<file path="src/hw/rtl/hdlc_bit_deframer_fcs16_core_defines.svh">
// Assertion macros for the HDLC deframer RTL files.
`ifndef HDLC_BIT_DEFRAMER_FCS16_CORE_DEFINES_SVH
`define HDLC_BIT_DEFRAMER_FCS16_CORE_DEFINES_SVH

// Clocked assertion that is switched off while reset is asserted.
`define HDLC_DF_ASSERT(lbl, prop, msg) \
  lbl: assert property (@(posedge clk_i) disable iff (!rst_ni) prop) else $error(msg);

// Clocked assertion that also holds during reset.
`define HDLC_DF_ASSERT_ALWAYS(lbl, prop, msg) \
  lbl: assert property (@(posedge clk_i) prop) else $error(msg);

`endif

</file>
<file path="src/hw/rtl/hdlc_df_pkg.sv">
// Types, constants and the CRC function of the HDLC deframer.
package hdlc_df_pkg;

  localparam int unsigned MaxFrameBytes = 1024;
  localparam int unsigned LenW          = 11;

  localparam logic [7:0]  FlagPattern  = 8'h7E;
  localparam logic [15:0] CrcPoly      = 16'h8408;
  localparam logic [15:0] CrcInit      = 16'hFFFF;
  localparam logic [15:0] CrcResidue   = 16'hF0B8;
  localparam logic [7:0]  MinFrameRst  = 8'd6;
  localparam logic [2:0]  StuffRun     = 3'd5;
  localparam logic [2:0]  AbortRun     = 3'd6;
  localparam logic [LenW-1:0] MaxCount = LenW'(MaxFrameBytes);

  typedef enum logic [1:0] {
    KindData    = 2'd0,
    KindGood    = 2'd1,
    KindBad     = 2'd2,
    KindDiscard = 2'd3
  } kind_e;

  typedef struct packed {
    logic            valid;
    kind_e           kind;
    logic [7:0]      data;
    logic [LenW-1:0] len;
  } result_t;

  // Reflected CRC-16 over one byte, LSB first.
  function automatic logic [15:0] crc_byte(input logic [15:0] crc_in,
                                           input logic [7:0] byte_in);
    logic [15:0] crc;
    crc = crc_in ^ {8'h00, byte_in};
    for (int k = 0; k < 8; k++) begin
      if (crc[0]) begin
        crc = (crc >> 1) ^ CrcPoly;
      end else begin
        crc = crc >> 1;
      end
    end
    return crc;
  endfunction

endpackage

</file>
<file path="src/hw/rtl/hdlc_df_in_reg.sv">
// Input register stage holding one received bit item.
module hdlc_df_in_reg (
  input  logic clk_i,
  input  logic rst_ni,
  input  logic in_valid_i,
  output logic in_ready_o,
  input  logic bit_in_i,
  input  logic take_i,
  output logic valid_o,
  output logic bit_o
);

  logic valid_q, valid_d;
  logic bit_q, bit_d;

  // The stage frees up in the same cycle its item moves on.
  assign in_ready_o = !valid_q || take_i;

  always_comb begin
    valid_d = valid_q;
    bit_d   = bit_q;
    if (in_valid_i && in_ready_o) begin
      valid_d = 1'b1;
      bit_d   = bit_in_i;
    end else if (take_i) begin
      valid_d = 1'b0;
    end
  end

  always_ff @(posedge clk_i or negedge rst_ni) begin
    if (!rst_ni) begin
      valid_q <= 1'b0;
    end else begin
      valid_q <= valid_d;
    end
  end

  always_ff @(posedge clk_i) begin
    bit_q <= bit_d;
  end

  assign valid_o = valid_q;
  assign bit_o   = bit_q;

endmodule

</file>
<file path="src/hw/rtl/hdlc_df_proc.sv">
// Deframer state: flag search, bit destuffing, byte assembly and FCS check.
`include "hdlc_bit_deframer_fcs16_core_defines.svh"

module hdlc_df_proc (
  input  logic                      clk_i,
  input  logic                      rst_ni,
  input  logic                      en_i,
  input  logic                      bit_i,
  input  logic [7:0]                min_frame_i,
  output hdlc_df_pkg::result_t      res_o
);

  logic [7:0]                  win_q, win_d;
  logic                        in_frame_q, in_frame_d;
  logic [2:0]                  ones_q, ones_d;
  logic [2:0]                  pos_q, pos_d;
  logic [hdlc_df_pkg::LenW-1:0] cnt_q, cnt_d;
  logic [7:0]                  part_q, part_d;
  logic [15:0]                 crc_q, crc_d;
  logic [7:0]                  part_new;
  logic [7:0]                  win_new;
  hdlc_df_pkg::result_t        res;

  always_comb begin
    win_new    = {bit_i, win_q[7:1]};
    part_new   = part_q | ({7'd0, bit_i} << pos_q);
    win_d      = win_q;
    in_frame_d = in_frame_q;
    ones_d     = ones_q;
    pos_d      = pos_q;
    cnt_d      = cnt_q;
    part_d     = part_q;
    crc_d      = crc_q;
    res.valid  = 1'b0;
    res.kind   = hdlc_df_pkg::KindData;
    res.data   = 8'd0;
    res.len    = '0;

    if (en_i) begin
      win_d = win_new;
      if (win_new == hdlc_df_pkg::FlagPattern) begin
        if (in_frame_q && (cnt_q != '0)) begin
          res.valid = 1'b1;
          res.len   = cnt_q;
          if (cnt_q < {3'd0, min_frame_i}) begin
            res.kind = hdlc_df_pkg::KindDiscard;
          end else if (crc_q == hdlc_df_pkg::CrcResidue) begin
            res.kind = hdlc_df_pkg::KindGood;
          end else begin
            res.kind = hdlc_df_pkg::KindBad;
          end
        end
        in_frame_d = 1'b1;
        ones_d     = 3'd0;
        pos_d      = 3'd0;
        cnt_d      = '0;
        part_d     = 8'd0;
        crc_d      = hdlc_df_pkg::CrcInit;
      end else if (in_frame_q) begin
        if ((ones_q == hdlc_df_pkg::StuffRun) && !bit_i) begin
          // Stuffed zero after five ones is dropped.
          ones_d = 3'd0;
        end else if (bit_i && (ones_q == hdlc_df_pkg::AbortRun)) begin
          // Seventh one in a row aborts the frame.
          if (cnt_q != '0) begin
            res.valid = 1'b1;
            res.kind  = hdlc_df_pkg::KindDiscard;
            res.len   = cnt_q;
          end
          in_frame_d = 1'b0;
          ones_d     = 3'd0;
          pos_d      = 3'd0;
          cnt_d      = '0;
          part_d     = 8'd0;
          crc_d      = hdlc_df_pkg::CrcInit;
        end else begin
          ones_d = bit_i ? ones_q + 3'd1 : 3'd0;
          if (cnt_q != hdlc_df_pkg::MaxCount) begin
            if (pos_q == 3'd7) begin
              res.valid = 1'b1;
              res.kind  = hdlc_df_pkg::KindData;
              res.data  = part_new;
              pos_d     = 3'd0;
              part_d    = 8'd0;
              cnt_d     = cnt_q + 1'b1;
              crc_d     = hdlc_df_pkg::crc_byte(crc_q, part_new);
            end else begin
              pos_d  = pos_q + 3'd1;
              part_d = part_new;
            end
          end
        end
      end
    end
  end

  always_ff @(posedge clk_i or negedge rst_ni) begin
    if (!rst_ni) begin
      win_q      <= 8'd0;
      in_frame_q <= 1'b0;
      ones_q     <= 3'd0;
      pos_q      <= 3'd0;
      cnt_q      <= '0;
      part_q     <= 8'd0;
      crc_q      <= hdlc_df_pkg::CrcInit;
    end else begin
      win_q      <= win_d;
      in_frame_q <= in_frame_d;
      ones_q     <= ones_d;
      pos_q      <= pos_d;
      cnt_q      <= cnt_d;
      part_q     <= part_d;
      crc_q      <= crc_d;
    end
  end

  assign res_o = res;

  `HDLC_DF_ASSERT(a_hunt_clear,
      !in_frame_q |-> (cnt_q == '0) && (pos_q == 3'd0) && (part_q == 8'd0),
      "Byte assembly state is not clear while hunting.")
  `HDLC_DF_ASSERT(a_byte_counts,
      res.valid && (res.kind == hdlc_df_pkg::KindData) |=>
        cnt_q == hdlc_df_pkg::LenW'($past(cnt_q) + 1'b1),
      "A data byte item did not advance the byte count.")
  `HDLC_DF_ASSERT(a_count_limit,
      cnt_q <= hdlc_df_pkg::MaxCount,
      "Byte count ran past the maximum frame length.")

endmodule

</file>
<file path="src/hw/rtl/hdlc_bit_deframer_fcs16_core.sv">
// HDLC bit deframer with FCS-16 check: input stage, deframer and result register.
// Usage:
//   The input channel (in_valid_i, in_ready_o, bit_in_i) takes one received bit
//   per item. The output channel (out_valid_o, out_ready_i) delivers at most one
//   item per input bit: a data byte (LSB first on the line), a frame end with good
//   or bad FCS, or a discard marker for a short or aborted frame.
//   The configuration channel (cfg_valid_i, cfg_ready_o, min_frame_bytes_i) sets
//   the minimum frame length; it is always ready and is meant to be written idle.
// Pipeline and throughput:
//   A bit is held in the input register and its result, if any, is then valid in
//   the result register. One bit is accepted per clock cycle unless the output
//   stalls; the deframer state updates in a single pass, with the byte-wide CRC
//   step done in the cycle a byte completes.
// Reset:
//   Reset empties both registers, returns the deframer to flag hunting and sets
//   the minimum frame length to six bytes.
// Stalls:
//   While a result waits and out_ready_i is low, the deframer holds its state and
//   the input register keeps one more bit, after which in_ready_o falls.
module hdlc_bit_deframer_fcs16_core (
  input  logic                         clk_i,
  input  logic                         rst_ni,
  input  logic                         in_valid_i,
  output logic                         in_ready_o,
  input  logic                         bit_in_i,
  output logic                         out_valid_o,
  input  logic                         out_ready_i,
  output logic [1:0]                   result_kind_o,
  output logic [7:0]                   data_byte_o,
  output logic [hdlc_df_pkg::LenW-1:0] frame_length_o,
  input  logic                         cfg_valid_i,
  output logic                         cfg_ready_o,
  input  logic [7:0]                   min_frame_bytes_i
);

  logic                 stage_valid;
  logic                 stage_bit;
  logic                 out_free;
  logic                 take;
  logic [7:0]           min_frame_q, min_frame_d;
  logic                 out_valid_q, out_valid_d;
  hdlc_df_pkg::result_t out_q, out_d;
  hdlc_df_pkg::result_t res;

  assign out_free = !out_valid_q || out_ready_i;
  assign take     = stage_valid && out_free;

  hdlc_df_in_reg u_in_reg (
    .clk_i      (clk_i),
    .rst_ni     (rst_ni),
    .in_valid_i (in_valid_i),
    .in_ready_o (in_ready_o),
    .bit_in_i   (bit_in_i),
    .take_i     (take),
    .valid_o    (stage_valid),
    .bit_o      (stage_bit)
  );

  hdlc_df_proc u_proc (
    .clk_i       (clk_i),
    .rst_ni      (rst_ni),
    .en_i        (take),
    .bit_i       (stage_bit),
    .min_frame_i (min_frame_q),
    .res_o       (res)
  );

  assign cfg_ready_o = 1'b1;

  always_comb begin
    min_frame_d = min_frame_q;
    if (cfg_valid_i) begin
      min_frame_d = min_frame_bytes_i;
    end
  end

  always_comb begin
    out_valid_d = out_valid_q;
    out_d       = out_q;
    if (take) begin
      out_valid_d = res.valid;
      out_d       = res;
    end else if (out_ready_i) begin
      out_valid_d = 1'b0;
    end
  end

  always_ff @(posedge clk_i or negedge rst_ni) begin
    if (!rst_ni) begin
      min_frame_q <= hdlc_df_pkg::MinFrameRst;
      out_valid_q <= 1'b0;
    end else begin
      min_frame_q <= min_frame_d;
      out_valid_q <= out_valid_d;
    end
  end

  always_ff @(posedge clk_i) begin
    out_q <= out_d;
  end

  assign out_valid_o    = out_valid_q;
  assign result_kind_o  = out_q.kind;
  assign data_byte_o    = out_q.data;
  assign frame_length_o = out_q.len;

endmodule
</file>
<file path="config.mk">
export PLATFORM = sky130hd
export DESIGN_NAME = hdlc_bit_deframer_fcs16_core
export DESIGN_NICKNAME = d
export VERILOG_FILES = /design/src/hw/rtl/hdlc_df_pkg.sv /design/src/hw/rtl/hdlc_df_in_reg.sv /design/src/hw/rtl/hdlc_df_proc.sv /design/src/hw/rtl/hdlc_bit_deframer_fcs16_core.sv
export VERILOG_INCLUDE_DIRS = /design/src /design/src/hw/rtl
export SDC_FILE = /design/constraint.sdc
export NUM_CORES = 1
export LEC_CHECK = 0
export BUFFER_PORTS_ARGS = -buffer_cell sky130_fd_sc_hd__buf_2
export CAP_MARGIN = 20
export CORE_UTILIZATION = 59
export CTS_BUF_LIST = sky130_fd_sc_hd__clkbuf_4 sky130_fd_sc_hd__clkbuf_8 sky130_fd_sc_hd__clkbuf_16
export DETAILED_ROUTE_END_ITERATION = 10
export PLACE_DENSITY_LB_ADDON = 0.05
export SLEW_MARGIN = 20
export SYNTH_ARGS = -nofsm -noshare
export SYNTH_HDL_FRONTEND = slang
export SYNTH_SLANG_ARGS = --single-unit
</file>
<file path="constraint.sdc">
create_clock -name clk_i -period 2.6 [get_ports clk_i]
set_input_delay 0.26 -clock clk_i [delete_from_list [all_inputs] [get_ports clk_i]]
set_output_delay 0.26 -clock clk_i [all_outputs]
set_load 0.03 [all_outputs]
</file>
## After elaboration in Yosys (flattened, before gate mapping)

Index checks and enable logic that the tools add are counted.

- Register bits: 82
- Output and inout port bits: 24
- Logic and storage cells: 168

- Add/subtract/negate cells: 3
- Order comparisons: 1
- Equal/unequal tests: 7
- Shift-type cells: 1
- Muxes and demuxes: 109
- Bitwise logic cells: 13
- Reduce and logical (&&, ||, !) cells: 20

Operators with widths:

| operator | number |
|---|---|
| two-way mux 16 bit | 63 |
| two-way mux 11 bit | 12 |
| two-way mux 8 bit | 7 |
| two-way mux 3 bit | 15 |
| two-way mux 22 bit | 2 |
| inverter 2 -> 3 bit | 8 |
| == test 16 bit (second input constant) | 1 |
| bitwise XOR 16 x 8 -> 16 bit | 1 |
| adder 11 x 1 -> 11 bit (second input constant) | 1 |
| less-than comparator 11 x 8 -> 1 bit | 1 |
| != test 11 bit (second input constant) | 1 |
| nonzero test 11 bit | 1 |
| == test 3 bit (second input constant) | 3 |
| == test 8 x 7 -> 1 bit (second input constant) | 1 |
| two-way mux 1 bit | 8 |
| bitwise OR 8 bit | 1 |
| left shift 1 x 3 -> 8 bit | 1 |
| adder 3 x 1 -> 3 bit (second input constant) | 2 |
| nonzero test 2 bit | 3 |
| nonzero test 3 bit | 2 |
| OR reduction 6 bit | 1 |
| logical AND 1 bit | 5 |
| AND reduction 5 bit | 1 |
| two-way mux 2 bit | 2 |
| other kinds (6) | 11 |

## Logic depth before layout (Yosys ltp)

- Depth after elaboration: 74
- Mapped depth: 9
- Mapped depth without buffers: 8

## Hierarchy

From an unflattened synthesis, not the netlist that was laid out.

- Cell total of the unflattened synthesis: 354
- Area total of the unflattened synthesis: 4,167.7 um^2

By module, submodules not included:

| module | times used | cells each | area each (um^2) |
|---|---|---|---|
| hdlc_df_proc | 1 | 304 | 3,062.9 |
| hdlc_bit_deframer_fcs16_core | 1 | 45 | 1,021.0 |
| hdlc_df_in_reg | 1 | 5 | 83.8 |

## Least setup slack after synthesis

No wires, ideal clock.

- Kind: reg2reg
- Start: register u_proc.cnt_q[0] (netlist name)
- End: register out_q, in the netlist frame_length_o[10], data pin
- Data arrival time: 2.074 ns
- Data required time: 2.345 ns
- Path slack: 0.272 ns
- Stages on the path, launching flop included: 8
- Clock period less this slack: 2.328 ns
- Path through: dfrtp_1 > inv_1 > ha_1 > or4b_4 > o41ai_1 > nor2_1 > a21o_1 > and2_1

RTL lines:

| what | line | RTL |
|---|---|---|
| start, declared | hdlc_df_proc.sv:17 | `logic [hdlc_df_pkg::LenW-1:0] cnt_q, cnt_d;` |
| start signal, assigned | hdlc_df_proc.sv:111 | `cnt_q <= cnt_d;` |
| end signal, assigned | hdlc_bit_deframer_fcs16_core.sv:99 | `out_q <= out_d;` |
| end, declared | hdlc_bit_deframer_fcs16_core.sv:42 | `hdlc_df_pkg::result_t out_q, out_d;` |

## Worst setup path after layout

- Start: register u_proc.cnt_q[1] (netlist name)
- End: register u_proc.cnt_q[7] (netlist name)

- Cells in the longest elaborated chain, start to end: 7
- Elaborated cells between the ends (all ways): 10

Ends and longest elaborated chain:

| what | line | RTL |
|---|---|---|
| adder 11 x 1 -> 11 bit | hdlc_df_proc.sv:85 | `cnt_d = cnt_q + 1'b1;` |
| two-way mux 11 bit | hdlc_df_proc.sv:79 | `if (pos_q == 3'd7) begin` |
| two-way mux 11 bit | hdlc_df_proc.sv:78 | `if (cnt_q != hdlc_df_pkg::MaxCount) begin` |
| two-way mux 11 bit | hdlc_df_proc.sv:63 | `end else if (bit_i && (ones_q == hdlc_df_pkg::AbortRun)) begin` |
| two-way mux 11 bit | hdlc_df_proc.sv:60 | `if ((ones_q == hdlc_df_pkg::StuffRun) && !bit_i) begin` |
| two-way mux 11 bit | hdlc_df_proc.sv:59 | `end else if (in_frame_q) begin` |
| two-way mux 11 bit | hdlc_df_proc.sv:41 | `if (win_new == hdlc_df_pkg::FlagPattern) begin` |

Several ways; a longest one is shown, not always the timed one. The select of a mux whose other input is x is not followed.
A chain may end at the register's enable or synchronous reset.

==> results.sh <==
export IMPL_clock_sinks=81
export IMPL_wl_per_cell_um=16.4
export IMPL_fillCellCount=485
export IMPL_holdCritStartpoint="bit_in_i"
export IMPL_syn_mean_instance_area_um2=10.3
export IMPL_fin_crit_sh_pct=94.3
export IMPL_violations="DRC"
export IMPL_finalClockSkew_ps=13.5
export IMPL_fin_ws_ps=149
export IMPL_critPathMaxStageDelay_ps=470
export IMPL_setup_viol=0
export IMPL_drt_pass1_iter_count=8
export IMPL_numCtsBuffers=9
export IMPL_fin_setup_tns_ps=0
export IMPL_drc=4
export IMPL_timing_hold_ws_ps=79.6
export IMPL_ir_worst_vdd_v=0.000340
export IMPL_grt_start_max_net_pins=36
export IMPL_cts_tree="built"
export IMPL_crit_path_max_fanout=13
export IMPL_p_leak_nw=2.16
export IMPL_finalWirelength_um=8530
export IMPL_synthesis_area_mm2=0.00400
export IMPL_fmax_mhz=408
export IMPL_ys_seq_area_share_pct=54.0
export IMPL_drive_above_1_share_pct=21.2
export IMPL_fin_util_pct=70.6
export IMPL_grt_pass1_wl_um=14200
export IMPL_synth_top_area_share_pct=25.7
export IMPL_die_y_um=84.3
export IMPL_post_place_ws_ps=91.8
export IMPL_stdcell_count=521
export IMPL_hpwlAfterDp_um=6010
export IMPL_netlist_top_cells_area="dfrtp_1, edfxtp_1, dfstp_2"
export IMPL_nets=467
export IMPL_drt_vias_per_instance=5.71
export IMPL_cts_root_buf="clkbuf_8"
export IMPL_drv_cap=0
export IMPL_dpl_cell_count=503
export IMPL_synth_enable_flop_cells=22
export IMPL_worstPathRequired_ps=2830
export IMPL_maxSlewViolCount=0
export IMPL_post_cts_buffers=0
export IMPL_ctsResizeCount=0
export IMPL_num_rows=29
export IMPL_die_area_mm2=0.00711
export IMPL_yosys_warnings=0
export IMPL_rsz0062_at_grt="no"
export IMPL_syn_num_nets=417
export IMPL_tightestPinTransition_ps=860
export IMPL_clk_pin_slew_ps=80
export IMPL_grt_overflow=0
export IMPL_path_cells="inv_1 -> ha_1 -> or4b_4 -> o41a_1 -> o221a_4 -> and2_4 -> nand2_1 -> o21ai_0"
export IMPL_antenna_found_initial=0
export IMPL_outcome="finished, violations left"
export IMPL_syn_instance_count=389
export IMPL_cp_startpoint="u_proc.cnt_q[1]"
export IMPL_reg2reg_from="u_proc.cnt_q[1]"
export IMPL_area_delta_synth_final_pct=14.1
export IMPL_gp_congestion=0.846
export IMPL_ant_nets=0
export IMPL_timing_final_crit_period_ps=2450
export IMPL_cp_arrival_ps=2680
export IMPL_hold_class="primary input to register"
export IMPL_io_buffers=36
export IMPL_cp_end_kind="register"
export IMPL_clk_latency_ps=360
export IMPL_ios=38
export IMPL_ys_seq_elements=81
export IMPL_finalHoldViolCount=0
export IMPL_async_reset_ff_share_pct=72.8
export IMPL_postLayoutCellArea_mm2=0.00456
export IMPL_antenna_cells=0
export IMPL_finalPower_mw=2.63
export IMPL_synth_lib_cells_used_distinct=49
export IMPL_power_density_mw_per_mm2=576
export IMPL_max_slew_margin_pct=41.2
export IMPL_setup_worst_path_class="register to register"
export IMPL_crit_path_start_kind="register"
export IMPL_r2r_setup_slack_ps=150
export IMPL_fp_dieW_um=84.3
export IMPL_coreArea_mm2=0.00646
export IMPL_placed_cell_area_mm2=0.00431
export IMPL_dr_first_iter_drc_count=218
export IMPL_track_usage_pct=26.3
export IMPL_clock_path_buffers=2
export IMPL_htreeDepth=3
export IMPL_slowest_stage="or4b_4"
export IMPL_grt_pass1_vias=2946
export IMPL_synth_main_ff_cell="dfrtp_1"
export IMPL_vias=2977
export IMPL_synth_largest_area_cell="dfrtp_1"
export IMPL_initial_utilization_pct=61.9
[Yosys cell counts (5+ instances only)]
cell / count
nand2_1: 57
nor2_1: 42
dfrtp_1: 41
o21ai_0: 27
edfxtp_1: 22
a21oi_1: 21
xnor2_1: 20
dfstp_2: 18
inv_1: 15
ha_1: 14
and3_1: 10
a31oi_1: 9
clkbuf_1: 9
xor2_1: 9
a21o_1: 8
and2_1: 8
and4b_1: 5
nand3_1: 5
nand4_1: 5
[cell families (layout without fill, tap and decap cells)]
kind of cell / Yosys count / after routing / share of synthesized area, %
adder cells (fa/ha/maj): 14 / 14 / 4.38
XOR/XNOR: 29 / 29 / 6.36
multiplexers: 2 / 2 / 0.564
buffers and inverters: 29 / 83 / 3.57
AO/OA/AOI/OAI: 77 / 78 / 11.6
other: 1 / 1 / 0.0938
AND/OR/NAND/NOR: 156 / 156 / 19.3
flip-flops: 81 / 81 / 54.0
[power breakdown]
part / switching [mW] / internal (mW) / leakage (nW) / total, mW
logic: 0.133 / 0.0767 / 1.10 / 0.210
registers: 0.0357 / 1.36 / 0.943 / 1.39
clock network: 0.456 / 0.568 / 0.120 / 1.02
[cells in the final DEF (no fill, tap or decap), types with 3 or more instances in the layout]
cell       n
nand3_1    5
inv_1     15
ha_1      14
and4b_1    5
a21o_1     8
and3_1    10
nor3_1     4
a31oi_1    9
nand2b_1   4
clkbuf_8   9
buf_4     14
dfrtp_1   41
o21ai_0   27
buf_2     36
xnor2_1   20
o31ai_1    3
a21oi_1   21
edfxtp_1  22
and2_1     8
nor2_1    42
nand2_1   57
dfstp_2   18
nand4_1    5
xor2_1     9
[repair_timing]
item                       4_1_cts  5_1_grt
hold endpoints to repair        24        0
hold buffers                     1        0
setup endpoints to repair        0        6
[worst max-delay path, delay by kind of cell, from the launching register on]
kind / cells / cell delay [ps]
DFF: 1 / 410
and+or+nand+nor: 3 / 760
adders and majority gates: 1 / 140
buffers and inverters: 1 / 110
AOI/OAI and AO/OA: 3 / 910
[sequential cells by signal, summed over array words and instances, names as in the netlist]
register and count:
data_byte_o 8, frame_length_o 11, min_frame_q 8, out_valid_o 1, result_kind_o 2, u_in_reg.bit_o 1, u_in_reg.valid_o 1, u_proc.cnt_q 11
u_proc.crc_q 16, u_proc.in_frame_q 1, u_proc.ones_q 3, u_proc.part_q 8, u_proc.pos_q 3, u_proc.win_q 7
[area by class of cell]
cell class                      count  area [um^2]  share of cell area, %
Sequential cell                    81         2160                   47.4
Multi-Input combinational cell    280         1710                   37.4
Tap cell                           77         96.3                   2.11
Inverter                           15         56.3                   1.23
Timing Repair Buffer               52          315                   6.91
Clock inverter                      4         46.3                   1.02
Clock buffer                       12          181                   3.98
[per-layer routing]
metal / track usage, % / part of all wire, % / vias to the layer above
met2: 42.4 / 49 / 77
li1: - / - / 1449
met1: 35.1 / 45 / 1439
met4: 11.0 / 1.7 / 0
met3: 5.41 / 4.4 / 12
met5: 0 / 0 / -
[path summary, 6_finish.rpt]
check	cells past startpoint	endpoint
min in group asynchronous	2	min_frame_q[0]
hold reg to reg	2	u_proc.crc_q[15]
setup / recovery	8	u_proc.cnt_q[7]
setup reg to reg	8	u_proc.cnt_q[7]
hold / removal	1	u_in_reg.bit_o
max in group asynchronous	3	u_proc.crc_q[2]
Power figures use the tool's default switching activity.
